**src/rtl/core/pgau_pkg.sv**
```systemverilog
// ----------------------------------------------------------------------------
// pgau_pkg: shared types and constants of the packed glyph alpha unpacker
// Pixel depth codes, register indexes, the queue entry and the config bundle.
// ----------------------------------------------------------------------------
package pgau_pkg;

	// pixel depth codes
	localparam logic [1:0] DEPTH_1BPP = 2'd0;
	localparam logic [1:0] DEPTH_2BPP = 2'd1;
	localparam logic [1:0] DEPTH_4BPP = 2'd2;

	// configuration register indexes
	localparam logic [1:0] REG_PIXEL_DEPTH  = 2'd0;
	localparam logic [1:0] REG_GLYPH_WIDTH  = 2'd1;
	localparam logic [1:0] REG_GLYPH_HEIGHT = 2'd2;

	localparam int CFG_DATA_W = 8;

	// front-to-back queue
	localparam int QUEUE_DEPTH = 2;
	localparam int QPTR_W      = (QUEUE_DEPTH > 1) ? $clog2(QUEUE_DEPTH) : 1;
	localparam int QCNT_W      = $clog2(QUEUE_DEPTH + 1);

	// 2 bpp code to alpha
	localparam logic [7:0] TWO_BIT_ALPHA [4] = '{8'd0, 8'd85, 8'd170, 8'd255};

	typedef struct packed {
		logic [7:0] packed_byte;
		logic       glyph_start;
	} queue_item_t;

	typedef struct packed {
		logic [1:0] pixel_depth;
		logic [7:0] glyph_width;
		logic [7:0] glyph_height;
	} glyph_cfg_t;

	typedef struct packed {
		logic        valid;
		queue_item_t item;
	} queue_head_t;

endpackage

```
**src/rtl/core/pgau_front.sv**
```systemverilog
// ----------------------------------------------------------------------------
// pgau_front: input stage of the glyph unpacker
// Takes byte beats into a short queue that decouples them from the pixel engine.
// ----------------------------------------------------------------------------
module pgau_front
	import pgau_pkg::*;
(
	input  logic        clk,
	input  logic        arst_n,
	input  logic        in_valid,
	output logic        in_ready,
	input  logic [7:0]  packed_byte,
	input  logic        glyph_start,
	output queue_head_t head,
	input  logic        pop
);

	queue_item_t         mem_q [QUEUE_DEPTH];
	logic [QPTR_W-1:0]   wr_ptr_q;
	logic [QPTR_W-1:0]   rd_ptr_q;
	logic [QCNT_W-1:0]   count_q;
	logic                push;
	logic                pop_ok;

	assign in_ready = (count_q != QCNT_W'(QUEUE_DEPTH));
	assign push     = in_valid && in_ready;
	assign pop_ok   = pop && (count_q != '0);

	assign head.valid = (count_q != '0);
	assign head.item  = mem_q[rd_ptr_q];

	always_ff @(posedge clk) begin
		if (push) begin
			mem_q[wr_ptr_q] <= '{packed_byte: packed_byte, glyph_start: glyph_start};
		end
	end

	always_ff @(posedge clk or negedge arst_n) begin
		if (!arst_n) begin
			wr_ptr_q <= '0;
			rd_ptr_q <= '0;
			count_q  <= '0;
		end else begin
			if (push) begin
				wr_ptr_q <= (wr_ptr_q == QPTR_W'(QUEUE_DEPTH - 1)) ? '0 : wr_ptr_q + 1'b1;
			end
			if (pop_ok) begin
				rd_ptr_q <= (rd_ptr_q == QPTR_W'(QUEUE_DEPTH - 1)) ? '0 : rd_ptr_q + 1'b1;
			end
			case ({push, pop_ok})
				2'b10:   count_q <= count_q + 1'b1;
				2'b01:   count_q <= count_q - 1'b1;
				default: count_q <= count_q;
			endcase
		end
	end

	a_count_bound: assert property (@(posedge clk) disable iff (!arst_n)
		count_q <= QCNT_W'(QUEUE_DEPTH))
		else $error("queue count beyond depth");

	a_pop_nonempty: assert property (@(posedge clk) disable iff (!arst_n)
		pop |-> head.valid)
		else $error("pop from empty queue");

endmodule

```
**src/rtl/core/pgau_back.sv**
```systemverilog
// ----------------------------------------------------------------------------
// pgau_back: pixel engine of the glyph unpacker
// Expands the byte, one pixel per unstalled cycle; tracks row, column and phase.
// ----------------------------------------------------------------------------
module pgau_back
	import pgau_pkg::*;
(
	input  logic        clk,
	input  logic        arst_n,
	input  glyph_cfg_t  cfg,
	input  queue_head_t head,
	output logic        pop,
	output logic        out_valid,
	input  logic        out_ready,
	output logic [7:0]  alpha,
	output logic [7:0]  pixel_column,
	output logic [7:0]  pixel_row,
	output logic        row_end,
	output logic        glyph_end,
	output logic        last
);

	logic [7:0] byte_q;
	logic       busy_q;
	logic [7:0] col_q;
	logic [7:0] row_q;
	logic [1:0] phase_q;
	logic       done_q;
	logic       out_valid_q;

	logic       slot_free;
	logic       emit;
	logic       re;
	logic       ge;
	logic       over;
	logic       stop;
	logic [7:0] pix_alpha;
	logic [7:0] col_a;
	logic [7:0] row_a;
	logic [1:0] phase_a;
	logic [1:0] phase_inc;
	logic [3:0] nib;
	logic [7:0] col_n;
	logic [7:0] row_n;
	logic [1:0] phase_n;
	logic       done_n;
	logic       skip;
	logic       bad_depth;

	assign slot_free = !out_valid_q || out_ready;
	assign emit      = busy_q && slot_free;

	assign re = ({1'b0, col_q} + 9'd1) == {1'b0, cfg.glyph_width};
	assign ge = re && (({1'b0, row_q} + 9'd1) == {1'b0, cfg.glyph_height});

	assign phase_inc = phase_q + 2'd1;
	assign nib       = phase_q[0] ? byte_q[3:0] : byte_q[7:4];

	// one pixel from the current state
	always_comb begin
		pix_alpha = '0;
		phase_a   = '0;
		over      = 1'b0;
		col_a     = re ? 8'd0 : col_q + 8'd1;
		row_a     = re ? row_q + 8'd1 : row_q;
		case (cfg.pixel_depth)
			DEPTH_1BPP: begin
				pix_alpha = byte_q[3'd7 - col_q[2:0]] ? 8'hff : 8'h00;
				phase_a   = '0;
				over      = (col_a[2:0] == 3'd0);
			end
			DEPTH_2BPP: begin
				case (phase_q)
					2'd0:    pix_alpha = TWO_BIT_ALPHA[byte_q[7:6]];
					2'd1:    pix_alpha = TWO_BIT_ALPHA[byte_q[5:4]];
					2'd2:    pix_alpha = TWO_BIT_ALPHA[byte_q[3:2]];
					default: pix_alpha = TWO_BIT_ALPHA[byte_q[1:0]];
				endcase
				phase_a = phase_inc;
				over    = (phase_inc == 2'd0);
			end
			DEPTH_4BPP: begin
				pix_alpha = {nib, nib};
				phase_a   = {1'b0, phase_inc[0]};
				over      = !phase_inc[0];
			end
			default: begin
				pix_alpha = '0;
			end
		endcase
	end

	assign stop = ge || over;

	// state after this cycle's pixel
	assign col_n   = emit ? (ge ? 8'd0 : col_a) : col_q;
	assign row_n   = emit ? (ge ? 8'd0 : row_a) : row_q;
	assign phase_n = emit ? (ge ? 2'd0 : phase_a) : phase_q;
	assign done_n  = done_q || (emit && ge);

	assign pop = head.valid && (!busy_q || (emit && stop));

	assign bad_depth = (cfg.pixel_depth != DEPTH_1BPP) && (cfg.pixel_depth != DEPTH_2BPP)
		&& (cfg.pixel_depth != DEPTH_4BPP);
	assign skip = (done_n && !head.item.glyph_start) || bad_depth
		|| (cfg.glyph_width == 8'd0) || (cfg.glyph_height == 8'd0);

	always_ff @(posedge clk) begin
		if (pop) begin
			byte_q <= head.item.packed_byte;
		end
		if (emit) begin
			alpha        <= pix_alpha;
			pixel_column <= col_q;
			pixel_row    <= row_q;
			row_end      <= re;
			glyph_end    <= ge;
			last         <= stop;
		end
	end

	always_ff @(posedge clk or negedge arst_n) begin
		if (!arst_n) begin
			busy_q      <= 1'b0;
			col_q       <= '0;
			row_q       <= '0;
			phase_q     <= '0;
			done_q      <= 1'b0;
			out_valid_q <= 1'b0;
		end else begin
			if (pop && head.item.glyph_start) begin
				col_q   <= '0;
				row_q   <= '0;
				phase_q <= '0;
				done_q  <= 1'b0;
			end else begin
				col_q   <= col_n;
				row_q   <= row_n;
				phase_q <= phase_n;
				done_q  <= done_n;
			end
			if (pop) begin
				busy_q <= !skip;
			end else if (emit && stop) begin
				busy_q <= 1'b0;
			end
			if (emit) begin
				out_valid_q <= 1'b1;
			end else if (out_ready) begin
				out_valid_q <= 1'b0;
			end
		end
	end

	assign out_valid = out_valid_q;

	a_done_clears: assert property (@(posedge clk) disable iff (!arst_n)
		done_q |-> (col_q == 8'd0) && (row_q == 8'd0) && (phase_q == 2'd0))
		else $error("finished glyph left counters nonzero");

	a_busy_not_done: assert property (@(posedge clk) disable iff (!arst_n)
		busy_q |-> !done_q)
		else $error("engine busy on a finished glyph");

	a_glyph_end_sets_done: assert property (@(posedge clk) disable iff (!arst_n)
		emit && ge && !(pop && head.item.glyph_start) |=> done_q && !busy_q)
		else $error("last pixel of glyph did not close it");

endmodule

```
**src/rtl/core/packed_glyph_alpha_unpacker_top.sv**
```systemverilog
// ----------------------------------------------------------------------------
// packed_glyph_alpha_unpacker_top: packed 1/2/4 bpp glyph bitmap to 8-bit alpha
// Top level: configuration registers, input queue and pixel engine.
// ----------------------------------------------------------------------------
// Each byte beat on the input expands into up to eight alpha pixel beats in
// raster order, one pixel per clock while the output is taken: eight pixels
// at 1 bpp mid-row, four at 2 bpp, two at 4 bpp. A byte that yields nothing
// (glyph already finished, zero width or height, unused depth code) is
// dropped without a pixel. The single-pixel emitter is what sets the rate. A
// two-entry queue in front of the engine keeps taking bytes while the engine
// works, and a registered output stage holds each pixel until it is taken;
// the engine stalls while that pixel waits. At 1 bpp every row starts on a
// fresh byte; at 2 and 4 bpp pixels pack straight across rows. glyph_start
// on a byte restarts row, column and packing position before that byte is
// used. Write the configuration registers (0 depth, 1 width, 2 height) only
// while the block is idle; writes to other indexes are ignored.
// ----------------------------------------------------------------------------
module packed_glyph_alpha_unpacker_top
	import pgau_pkg::*;
(
	input  logic                  clk,
	input  logic                  arst_n,
	// configuration write port
	input  logic                  cfg_we,
	input  logic [1:0]            cfg_index,
	input  logic [CFG_DATA_W-1:0] cfg_data,
	// byte input
	input  logic                  in_valid,
	output logic                  in_ready,
	input  logic [7:0]            packed_byte,
	input  logic                  glyph_start,
	// pixel output
	output logic                  out_valid,
	input  logic                  out_ready,
	output logic [7:0]            alpha,
	output logic [7:0]            pixel_column,
	output logic [7:0]            pixel_row,
	output logic                  row_end,
	output logic                  glyph_end,
	output logic                  last
);

	glyph_cfg_t  cfg_q;
	queue_head_t head;
	logic        pop;

	// Hold the configuration; only the low bits of the write data matter for
	// the depth code.
	always_ff @(posedge clk or negedge arst_n) begin
		if (!arst_n) begin
			cfg_q <= '0;
		end else if (cfg_we) begin
			case (cfg_index)
				REG_PIXEL_DEPTH:  cfg_q.pixel_depth  <= cfg_data[1:0];
				REG_GLYPH_WIDTH:  cfg_q.glyph_width  <= cfg_data[7:0];
				REG_GLYPH_HEIGHT: cfg_q.glyph_height <= cfg_data[7:0];
				default:          cfg_q <= cfg_q;
			endcase
		end
	end

	// Front: take byte beats into the queue.
	pgau_front u_front (
		.clk         (clk),
		.arst_n      (arst_n),
		.in_valid    (in_valid),
		.in_ready    (in_ready),
		.packed_byte (packed_byte),
		.glyph_start (glyph_start),
		.head        (head),
		.pop         (pop)
	);

	// Back: expand the byte at the head of the queue into pixel beats.
	pgau_back u_back (
		.clk          (clk),
		.arst_n       (arst_n),
		.cfg          (cfg_q),
		.head         (head),
		.pop          (pop),
		.out_valid    (out_valid),
		.out_ready    (out_ready),
		.alpha        (alpha),
		.pixel_column (pixel_column),
		.pixel_row    (pixel_row),
		.row_end      (row_end),
		.glyph_end    (glyph_end),
		.last         (last)
	);

endmodule
```
**config.mk**
```make
export PLATFORM = sky130hd
export DESIGN_NAME = packed_glyph_alpha_unpacker_top
export DESIGN_NICKNAME = d
export VERILOG_FILES = /design/src/rtl/core/pgau_pkg.sv /design/src/rtl/core/pgau_front.sv /design/src/rtl/core/pgau_back.sv /design/src/rtl/core/packed_glyph_alpha_unpacker_top.sv
export SDC_FILE = /design/constraint.sdc
export NUM_CORES = 1
export LEC_CHECK = 0
export BUFFER_PORTS_ARGS = -buffer_cell sky130_fd_sc_hd__clkbuf_2
export CORE_ASPECT_RATIO = 0.5
export CORE_MARGIN = 2
export CORE_UTILIZATION = 45
export CTS_CLUSTER_SIZE = 40
export DETAILED_ROUTE_END_ITERATION = 7
export PLACE_DENSITY = 0.66
export SYNTH_ARGS = -nofsm -noshare
export SYNTH_HDL_FRONTEND = slang
export SYNTH_SLANG_ARGS = --single-unit
```
**constraint.sdc**
```tcl
create_clock -name clk -period 8.66 [get_ports clk]
set_input_delay 0 -clock clk [delete_from_list [all_inputs] [get_ports clk]]
set_output_delay 0 -clock clk [all_outputs]
set_load 0.1 [all_outputs]
```
==> impl_metrics.py <==
metrics = {
    "synth": {
        "synth_edf_count": 49,
        "ys.flop_type": "edfxtp_1",
        "async_flop_share": 0.467,
        "yosysMostFrequentCell": "edfxtp_1",
        "netlist_instances": 365,
        "yosys.area.top_type_share": 0.325,
        "yosys.area_share.simple": 0.124,
        "yosys.area.top_type": "edfxtp_1",
        "synth_top_family_by_area": "simple AND/OR/NAND/NOR gates",
        "synthAdderAreaFrac": 0.0359,
        "synth-xor-area-share": 0.0533,
        "synthMuxAreaShare": 0.0842,
        "synth_seq_area_share": 0.562,
        "synth.distinct_cells": 60,
        "synth_common_cells": "edfxtp_1, dfrtp_1, mux2_2",
        "yosys_warnings": 0,
        "syn-cell-area_um2": 4530,
        "ys_seq_elements": 92,
        "synth_compound_area_frac": 0.111,
        "syn_nets": 402,
        "avgSynthCellArea_um2": 12.4,
        "synthTopCellsByArea": "edfxtp_1, dfrtp_1, mux2_2, ha_1, xnor2_1",
    },
    "place": {
        "dp.cells": 537,
        "portBuffers": 52,
        "dpl.hpwl_um": 6700,
        "place_congestion": 0.895,
    },
    "timing": {
        "hold_viol_final": 0,
        "period_share": 0.445,
        "rsz0062_at_grt": "false",
        "final.setup.tns_ns": 0,
        "slew_headroom": 0.234,
        "finClkSkew_ns": 0.00659,
        "tightest_slew_ns": 1.15,
        "drv_slew": 0,
        "setup_viol": 0,
        "fmax_mhz": 259,
        "layout_min_cycle_time_ns": 3.85,
    },
    "critical_path": {
        "startpoint_type": "flop",
        "worst-setup-path-type": "reg2reg",
        "cpPeakStageDelay_ns": 0.76,
        "cpMaxStageDelayCell": "o31ai_2",
        "worstPathCellList": "ha_1, nand3_2, o22ai_1, or3b_1, or4_4, o31ai_2, ha_1, nor2_1, xor2_1",
        "critPathRequiredTime_ns": 8.93,
        "crit_arrival_ns": 4.13,
        "cp-end-kind": "flop",
        "cpMostUsedCell": "ha_1",
        "path_max_fanout": 10,
    },
    "drt": {
        "ant_nets": 0,
        "route.detailed.drc": 0,
        "drtIter0Drc": 309,
        "vias": 3131,
        "routed_via_density": 5.47,
        "wl_um": 9490,
        "wl_per_cell_um": 16.6,
        "drt_pre_antenna_iters": 6,
    },
    "cts": {
        "clk-insertion-delay-late_ns": 0.35,
        "cts_resized": 0,
        "cts-root-buf": "clkbuf_16",
        "path_clk_slew_ns": 0.07,
        "clk_path_buf_depth": 2,
        "htreeDepth": 3,
        "cts_buffers": 9,
        "cts_sinks": 92,
        "cts_tree": "built",
    },
    "floorplan": {
        "io-pin-count": 53,
        "core_area_um2": 9600,
        "die_w_um": 146,
        "num_rows": 25,
        "start_util": 0.472,
        "die_y_um": 75.0,
        "dieArea_um2": 10900,
    },
    "power": {
        "pwr-share-comb": 0.360,
        "p_leak_nw": 2.14,
        "p_clk_frac": 0.237,
        "peakVddDrop_mv": 0.155,
        "switchingPower_w": 0.000687,
        "cellPowerDensity_nw_per_um2": 311,
        "power_switching_share": 0.412,
        "p_seq_frac": 0.404,
        "p_int_w": 0.000980,
    },
    "global_route": {
        "grt_pass1_vias": 2959,
        "antenna_found_initial": 0,
        "grt_max_degree": 44,
        "grt.total_usage": 0.181,
        "grt_pass1_wl_um": 15100,
        "grt-ovfl-total": 0,
    },
    "hold_path": {
        "min-delay-path-class": "in2reg",
    },
    "finish": {
        "layout.nets": 469,
        "n_antenna_cell": 0,
        "fillers": 807,
        "syn_to_final_growth_pct": 18.3,
        "final_layout_size_suffix_gt1_frac": 0.256,
        "stdcell_count": 572,
    },
    "run_status": {
        "status": "finished, final reports clean",
    },
    "job": {
        "max_cap_violations": 0,
    },
}
[per-stage QoR]
stage	hold slack [ns]	power [W]	area (um^2)	utilization	setup slack, ns
after detailed placement	0.199	0.00127	4880	0.508	4.79
after global placement	0.188	0.00126	4880	0.508	4.99
after floorplan	-0.296	0.00117	4530	-	5.31
after CTS	0.0136	0.00168	5370	0.559	4.78
after global routing	0.0566	0.00174	5370	0.559	4.53
final	0.0135	0.00167	5370	0.559	4.81
[power groups by stage]
stage / registers [W] / clock network (W) / logic (W)
after floorplan: 0.000808 / 0 / 0.000365
after global placement: 0.000675 / 0 / 0.000582
after detailed placement: 0.000681 / 0 / 0.000593
after CTS: 0.000672 / 0.000401 / 0.000602
after global routing: 0.000687 / 0.000415 / 0.000638
final: 0.000673 / 0.000395 / 0.000600
[cells in the final DEF (no fill, tap or decap), types with 6 or more instances in the layout]
master	Yosys	layout
clkbuf_16	0	9
xor2_1	11	11
mux2_2	29	29
inv_1	11	11
nand2_1	27	27
o21ai_0	19	19
a21oi_1	15	15
clkbuf_2	0	52
nor2_1	21	21
dfrtp_1	43	43
a22oi_1	6	6
nor3_1	7	7
edfxtp_1	49	49
ha_1	13	13
xnor2_1	14	14
dlygate4sd3_1	0	19
[per-layer routing]
layer	global-route usage	vias up	part of all wire
met3	0.0552	14	0.055
li1	-	1490	-
met2	0.300	109	0.47
met5	0	-	0
met1	0.233	1518	0.46
met4	0.0675	0	0.011
[worst paths after layout]
path,slack [ns],cells after the start,end,startpoint
max,4.81,9,u_front.count_q[1]$_DFFE_PN0P_,u_back.col_q[0]$_DFFE_PN0P_
max reg2reg,4.81,9,u_front.count_q[1]$_DFFE_PN0P_,u_back.col_q[0]$_DFFE_PN0P_
min reg2reg,0.49,2,u_back.done_q$_DFF_PN0_,u_back.done_q$_DFF_PN0_
max in group asynchronous,7.55,2,u_back.row_q[0]$_DFFE_PN0P_,arst_n
min,0.01,4,cfg_q[17]$_DFFE_PN0P_,cfg_index[0]
min in group asynchronous,0.42,2,u_front.rd_ptr_q$_DFFE_PN0P_,arst_n
[final cells by class]
cell class	instances	area (um^2)	area share
Multi-Input combinational cell	246	1850	0.345
Tap cell	135	169	0.0315
Sequential cell	92	2550	0.475
Timing Repair Buffer	72	458	0.0853
Clock inverter	7	73.8	0.0138
Clock buffer	9	225	0.0420
Inverter	11	41.3	0.00769
[sequential cells by signal, summed over array words and instances (netlist names), 4 cells and up]
name and flops:
u_back.pixel_column 8, u_back.alpha 4, u_front.mem_q 18, u_back.col_q 8, u_back.row_q 8, cfg_q 18
u_back.byte_q 8, u_back.pixel_row 8
[critical path: cells and delay by family (launching register included)]
kind | cells | cell delay, ns
AND/OR/NAND/NOR | 4 | 1.36
AO/OA/AOI/OAI | 2 | 0.99
adder cells (fa/ha/maj) | 2 | 0.75
flip-flops | 1 | 0.54
XOR/XNOR | 1 | 0.15
[logic make-up (layout without fill, tap and decap cells)]
| group | count (synthesis) | count (layout) |
|---|---|---|
| AND/OR/NAND/NOR | 104 | 104 |
| XOR/XNOR | 26 | 26 |
| multiplexers | 32 | 32 |
| buffers and inverters | 27 | 99 |
| flip-flops | 92 | 92 |
| AO/OA/AOI/OAI | 71 | 71 |
| adder cells (fa/ha/maj) | 13 | 13 |
[what timing repair did]
action / in CTS / in global routing
endpoints found under the setup margin: 0 / 0
endpoints found under the hold margin: 80 / 0
hold buffers: 19 / 0
buffers inserted: 0 / 0
Power figures use the tool's default switching activity.
